$ cat config.mk
export PLATFORM = sky130hd
export DESIGN_NAME = pidpos_term
export DESIGN_NICKNAME = d
export VERILOG_FILES = /design/src/rtl/pid_position_loop_with_settle_macros.svh /design/src/rtl/pidpos_pkg.sv /design/src/rtl/pidpos_term.sv
export SDC_FILE = /design/constraint.sdc
export NUM_CORES = 1
export LEC_CHECK = 0
export BUFFER_PORTS_ARGS = -buffer_cell sky130_fd_sc_hd__buf_4
export CORE_ASPECT_RATIO = 0.5
export CORE_MARGIN = 10
export CORE_UTILIZATION = 35
export DETAILED_ROUTE_END_ITERATION = 12
export PLACE_DENSITY = 0.58
export SYNTH_ARGS = -nofsm -noshare
export SYNTH_HDL_FRONTEND = slang
export SYNTH_SLANG_ARGS = --single-unit
$ cat constraint.sdc
create_clock -name vclk -period 4.7
set_clock_uncertainty 0.15 [all_clocks]
set_input_delay 0.705 -clock vclk [all_inputs]
set_output_delay 0.705 -clock vclk [all_outputs]
set_load 0.01 [all_outputs]
$ cat src/rtl/pid_position_loop_with_settle_macros.svh
// Assertion macros for the position PID loop.
// Used by the top level; relies on the aclk / aresetn port names.
`ifndef PID_POSITION_LOOP_WITH_SETTLE_MACROS_SVH
`define PID_POSITION_LOOP_WITH_SETTLE_MACROS_SVH

// Same-cycle implication, disabled while in reset.
`define PIDPOS_CHECK_NOW(name, ante, cons, msg) \
    name: assert property (@(posedge aclk) disable iff (!aresetn) \
        (ante) |-> (cons)) else $error(msg);

// Next-cycle implication, disabled while in reset.
`define PIDPOS_CHECK_NEXT(name, ante, cons, msg) \
    name: assert property (@(posedge aclk) disable iff (!aresetn) \
        (ante) |=> (cons)) else $error(msg);

`endif

$ cat src/rtl/pidpos_pkg.sv
// Shared types and constants for the position PID loop.
// No dependencies.
`timescale 1ns / 1ps

package pidpos_pkg;

    localparam int COUNT_W = 32;
    localparam int GAIN_W  = 32;
    localparam int PROD_W  = 64;
    localparam int TERM_W  = 16;
    localparam int DUTY_W  = 10;
    localparam int TOL_W   = 16;
    localparam int CFG_DATA_W = 32;
    localparam int CFG_ADDR_W = 5;

    typedef logic signed [COUNT_W-1:0] count_t;
    typedef logic signed [GAIN_W-1:0]  gain_t;
    typedef logic signed [PROD_W-1:0]  prod_t;
    typedef logic signed [TERM_W-1:0]  term_t;
    typedef logic        [DUTY_W-1:0]  duty_t;
    typedef logic        [TOL_W-1:0]   tol_t;

    localparam term_t TERM_MAX = 16'sh7FFF;
    localparam term_t TERM_MIN = -16'sh8000;

    // Register indexes (byte address / 4)
    typedef enum logic [2:0] {
        REG_GAIN_P       = 3'd0,
        REG_GAIN_I       = 3'd1,
        REG_GAIN_D       = 3'd2,
        REG_DUTY_LIMIT   = 3'd3,
        REG_TOL_TURN     = 3'd4,
        REG_TOL_STRAIGHT = 3'd5
    } cfg_idx_t;

    localparam gain_t RST_GAIN_P       = 32'sd6553600;
    localparam gain_t RST_GAIN_I       = 32'sd7;
    localparam gain_t RST_GAIN_D       = 32'sd589824;
    localparam duty_t RST_DUTY_LIMIT   = 10'd1000;
    localparam tol_t  RST_TOL_TURN     = 16'd100;
    localparam tol_t  RST_TOL_STRAIGHT = 16'd40;

endpackage

$ cat src/rtl/pidpos_term.sv
// One PID term: fixed-point product scaled down, truncated toward zero,
// saturated to 16 bits. Depends on pidpos_pkg.
`timescale 1ns / 1ps

module pidpos_term #(
    parameter int FRAC_BITS = 16
) (
    input  pidpos_pkg::prod_t product,
    output pidpos_pkg::term_t term
);
    import pidpos_pkg::*;

    localparam prod_t ROUND_ADJ = (PROD_W'(1) <<< FRAC_BITS) - PROD_W'(1);

    prod_t adj;
    prod_t scaled;

    // bias negatives up so the arithmetic shift truncates toward zero
    assign adj    = product + (product[PROD_W-1] ? ROUND_ADJ : '0);
    assign scaled = adj >>> FRAC_BITS;

    always_comb begin
        if (scaled > PROD_W'(TERM_MAX)) begin
            term = TERM_MAX;
        end else if (scaled < PROD_W'(TERM_MIN)) begin
            term = TERM_MIN;
        end else begin
            term = scaled[TERM_W-1:0];
        end
    end

endmodule

[Yosys cells after proc, flatten, opt, wreduce, memory -nomap -nowiden]
Index checks and enable logic that the tools add are counted.
Word-level totals
  register bits after elaboration: 0
  latch bits: 0
  RAM bits: 0
  bits in read-only memories: 0
  input bits: 64
  output and inout bits: 16
  logic and storage cells: 6
  memories kept: 0
Cells by class
  add/subtract/negate cells: 1
  multipliers: 0
  divide/modulo/power cells: 0
  order comparisons: 2
  equal/unequal tests: 0
  shift operators: 0
  mux-type cells: 3
  bitwise gates (word level): 0
  reductions and logical operators: 0
Operator list (count)
  $add A64 B16 Y64: 1
  $gt A48 B16 Y1 const B: 1
  $lt A48 B16 Y1 const B: 1
  $mux W16: 3

[Longest topological paths before layout]
  depth in word-level cells: 5
  mapped depth: 13
  depth with buffers taken out: 11

[Least setup slack after synthesis]
Ideal clock, no wire load.
  path type: input -> output
  start point: input product[14]
  end point: output term[11]
  data arrival time: 3.574 ns
  data required time: 3.845 ns
  slack: 0.271 ns
  stages: 13
  buffers on the path: 2
  cell sequence: ha_1 and3_4 nand3_2 o31a_1 and3_1 buf_6 or3_4 nor3_4 xnor2_1 nand4_2 o41ai_4 buf_6 o31ai_1
Between the ends
  word-level cells in the longest chain between the ends: 4
  elaborated cells on any way between the ends: 5
Ends and longest elaborated chain
  start, declared: RTL line pidpos_term.sv:8  | input pidpos_pkg::prod_t product,
  $add A64 B16 Y64 (*): RTL line pidpos_term.sv:19  | assign adj = product + (product[PROD_W-1] ? ROUND_ADJ : '0);
  $lt A48 B16 Y1: RTL line pidpos_term.sv:25  | end else if (scaled < PROD_W'(TERM_MIN)) begin
  $mux W16: RTL line pidpos_term.sv:25
  $mux W16 (*): RTL line pidpos_term.sv:23  | if (scaled > PROD_W'(TERM_MAX)) begin
  end, declared: RTL line pidpos_term.sv:9  | output pidpos_pkg::term_t term
Every way passes the cells marked *; elsewhere a longest branch is shown, timed or not.

[Worst setup path in the final report]
  start point: input product[63]
  end point: output term[6]
Between the ends
  word-level cells in the longest chain between the ends: 5
  elaborated cells on any way between the ends: 6
Ends and longest elaborated chain (RTL line)
  $mux W16: pidpos_term.sv:19
  $add A64 B16 Y64 (*): pidpos_term.sv:19
  $lt A48 B16 Y1: pidpos_term.sv:25
  $mux W16: pidpos_term.sv:25
  $mux W16 (*): pidpos_term.sv:23
Marks and branches as above.

==> results.txt <==
The run finished with clean final reports. The logs give 0 for the clock tree buffer count of the final layout and 0 for the number of failing hold endpoints at the final stage. The logs give 0 for the number of setup violations in the final report and 8.17 mm for the total wire length after detailed routing.

The library cell occupying the most area in the post-synthesis netlist was ha_1. The total overflow left after global routing is 0. The vias after detailed routing is 2690. Summed over its instances, the top area cell type makes up 9.70% of the synthesized netlist area. The initial antenna violation count was 0; the ratio of final minimum period to clock period was 99.6%. The count of distinct cell types in the synthesized netlist was 62.

The tools report the category of the worst setup path capture point as a primary output. The initialized floorplan defines 19 standard-cell rows. The chip height is 72.6 um, and the number of vias per cell is 5.59.

For this run, the post-layout net count is 489. For the relative slew slack, the log shows 70.9%. The maximum number of pins on one net before global-route repair is 18. The die covers 9080 um2. The number of antenna diodes in the final layout is 0.

In the final routed layout, each cell accounts on average for 17.0 um. For this run, design rule violations remaining after detail routing come to 0. STA puts the critical path data required time at 3.85 ns. Data arrives at the worst endpoint at 3.83 ns. The cell count after synthesis came out at 272.

The clock period could shrink to 4.68 ns. The first detailed-routing pass ran for 4 iterations. The first routing iteration left 153 violations. The analysis attributes to cell leakage a power of 1.43 nW. Of all nets on the critical path, the largest fanout is 7. The commonest cells after synthesis are nand2_1, nand3_1, xnor2_1. Summed over all nets, the half-perimeter wirelength after detailed placement is 6.45 mm. After detailed placement, the design holds a cell count of 465. For met1 alone, demand over resource in global routing was 19.3%. The total of max-cap violations is 0, and the total number of yosys warnings is 0.

Summed over all failing endpoints, the final setup total negative slack is 0 ns. At the placement stage, the worst setup path has a slack of -0.103 ns. The core area is 5420 um2, and the I/O pin total is 80.

For the final weighted congestion in routability-driven placement, the log shows 0.892. The first global-routing pass estimated 12.7 mm of wire. The logs give 0% for the share of synthesized area occupied by flip-flops and latches and 2738 for the via count of the first global-routing pass. Area growth from synthesis to final layout: 78.3%. The path class of the tightest hold or removal check is in2out. The cell with the most instances after synthesis was nand2_1. Worst-path cell with the longest stage delay: o41ai_4. The total power divided by cell area was 81.7 nW/um2; the total routing resource utilization after global routing was 15.6%.

Walking the worst path, the cells encountered are buf_16 > ha_4 > a311oi_2 > o21ba_2 > o31a_1 > and3_4 > buf_6 > buf_6 > nor2_4 > nand3_2 > a2111oi_4 > nand4_2 > o41ai_4 > buf_4 > clkbuf_16 > o21ai_2 > buf_4. After synthesis the cells add up to 1930 um2. The tools report the final critical-path setup slack as 0.0189 ns. The tools report the launching element type of the critical path as an input pin. The die is 125 um wide. In the global route stage, met3 resource usage came out at 1.02%.

The run gives 1.66 ns as the final hold slack. Derived from the worst setup path, the maximum achievable clock frequency is 214 MHz. Post-synthesis average cell area: 7.11 um2. Delay of the slowest critical-path stage: 0.38 ns.

The path type of the worst setup path is in2out. The sequential cell area was 0 um2; the power after layout was 0.282 mW. Yosys attributes the largest share of cell area to ha_1, xnor2_1, nand3_1, xor2_1, nand2_1. Once the floorplan was initialized, standard cells occupied 35.7% of the core.

The tools report the flip-flop and latch count as 0. The layout cell share with drive strength beyond 1 came out at 50.2%. The busiest metal layer after global routing is met2. The post-synthesis net count is 351.

The logs give 0 for the remaining antenna violation count and 0.0623 mV for the largest voltage drop on the vdd net. The finished layout holds 481 standard cells, fillers aside. The tools report the global routing met2 resource utilization as 30.2%. For the count of pins over their slew limit, the log shows 0. Setup repair after global routing could not meet its margin everywhere. Port buffering added 80 buffers. At the pin with the least slew margin, the transition time is 0.433 ns.
-- kinds of logic after synthesis --
family	after synthesis	share of synthesized area [%]
simple gates	138	42.6
compound gates	76	28.6
xor+xnor	32	14.5
fa+ha+maj	15	9.70
buf+inv	7	2.33
mux	4	2.26
-- area by class of cell --
cell class,count,area (um2)
multi-input combinational,265,2200
timing repair buffer,139,1150
fill,467,1970
tap,73,91.3
inverter,4,15.0
-- per-layer routing --
| layer | part of all wire (%) | wire length, um |
|---|---|---|
| met5 | 0 | 0 |
| met4 | 0.70 | 57 |
| met3 | 3.8 | 313 |
| met2 | 51 | 4200 |
| met1 | 44 | 3600 |
-- cell usage in the layout (no fill, tap or decap), types with 3 or more instances in the layout --
| master | netlist | routed |
|---|---|---|
| o21ai_0 | 15 | 10 |
| nand2_1 | 28 | 28 |
| clkbuf_16 | 0 | 3 |
| nor2_1 | 17 | 17 |
| buf_6 | 2 | 5 |
| o21ai_2 | 8 | 10 |
| xnor2_1 | 19 | 17 |
| nor3_1 | 7 | 6 |
| ha_1 | 15 | 3 |
| nand4_1 | 14 | 14 |
| and2_1 | 3 | 3 |
| o21ai_1 | 2 | 5 |
| a21oi_2 | 1 | 4 |
| nand3_2 | 3 | 6 |
| nor4_1 | 6 | 3 |
| nor2b_1 | 3 | 3 |
| inv_1 | 4 | 4 |
| and3_1 | 9 | 8 |
| xor2_1 | 13 | 13 |
| buf_4 | 1 | 129 |
| and4_1 | 4 | 4 |
| ha_4 | 0 | 11 |
| a31oi_1 | 6 | 6 |
| o211ai_1 | 5 | 5 |
| a21oi_1 | 14 | 9 |
| mux2_2 | 3 | 3 |
| nand3_1 | 23 | 19 |
-- critical path: cells and delay by family --
kind	cells	cell delay (ns)
fa+ha+maj	1	0.25
simple gates	4	0.56
buf+inv	6	0.82
compound gates	6	1.46
-- final timing paths --
kind	end	cells past startpoint	start	slack, ns
setup / recovery	term[6]	17	product[63]	0.02
hold / removal	term[7]	4	product[23]	1.66
-- what timing repair did --
action	4_1_cts	5_1_grt
resized for setup	26	32
pin swaps	12	19
setup endpoints to repair	15	15
gates cloned	1	2
hold buffers	0	0
buffers inserted	6	8
-- report_power, final --
group	internal [mW]	switching (mW)	leakage (nW)	total (mW)
combinational	0.148	0.134	1.43	0.282
clock	0	0	0	0
sequential	0	0	0	0
-- stage by stage --
step / util, % / area [um2]
CTS: 58.5 / 3170
floorplan: - / 1930
finish: 63.6 / 3450
global placement: 54.3 / 2940
detailed placement: 54.3 / 2940
global route: 63.6 / 3450
No activity file was read; power rests on OpenSTA's default activity.
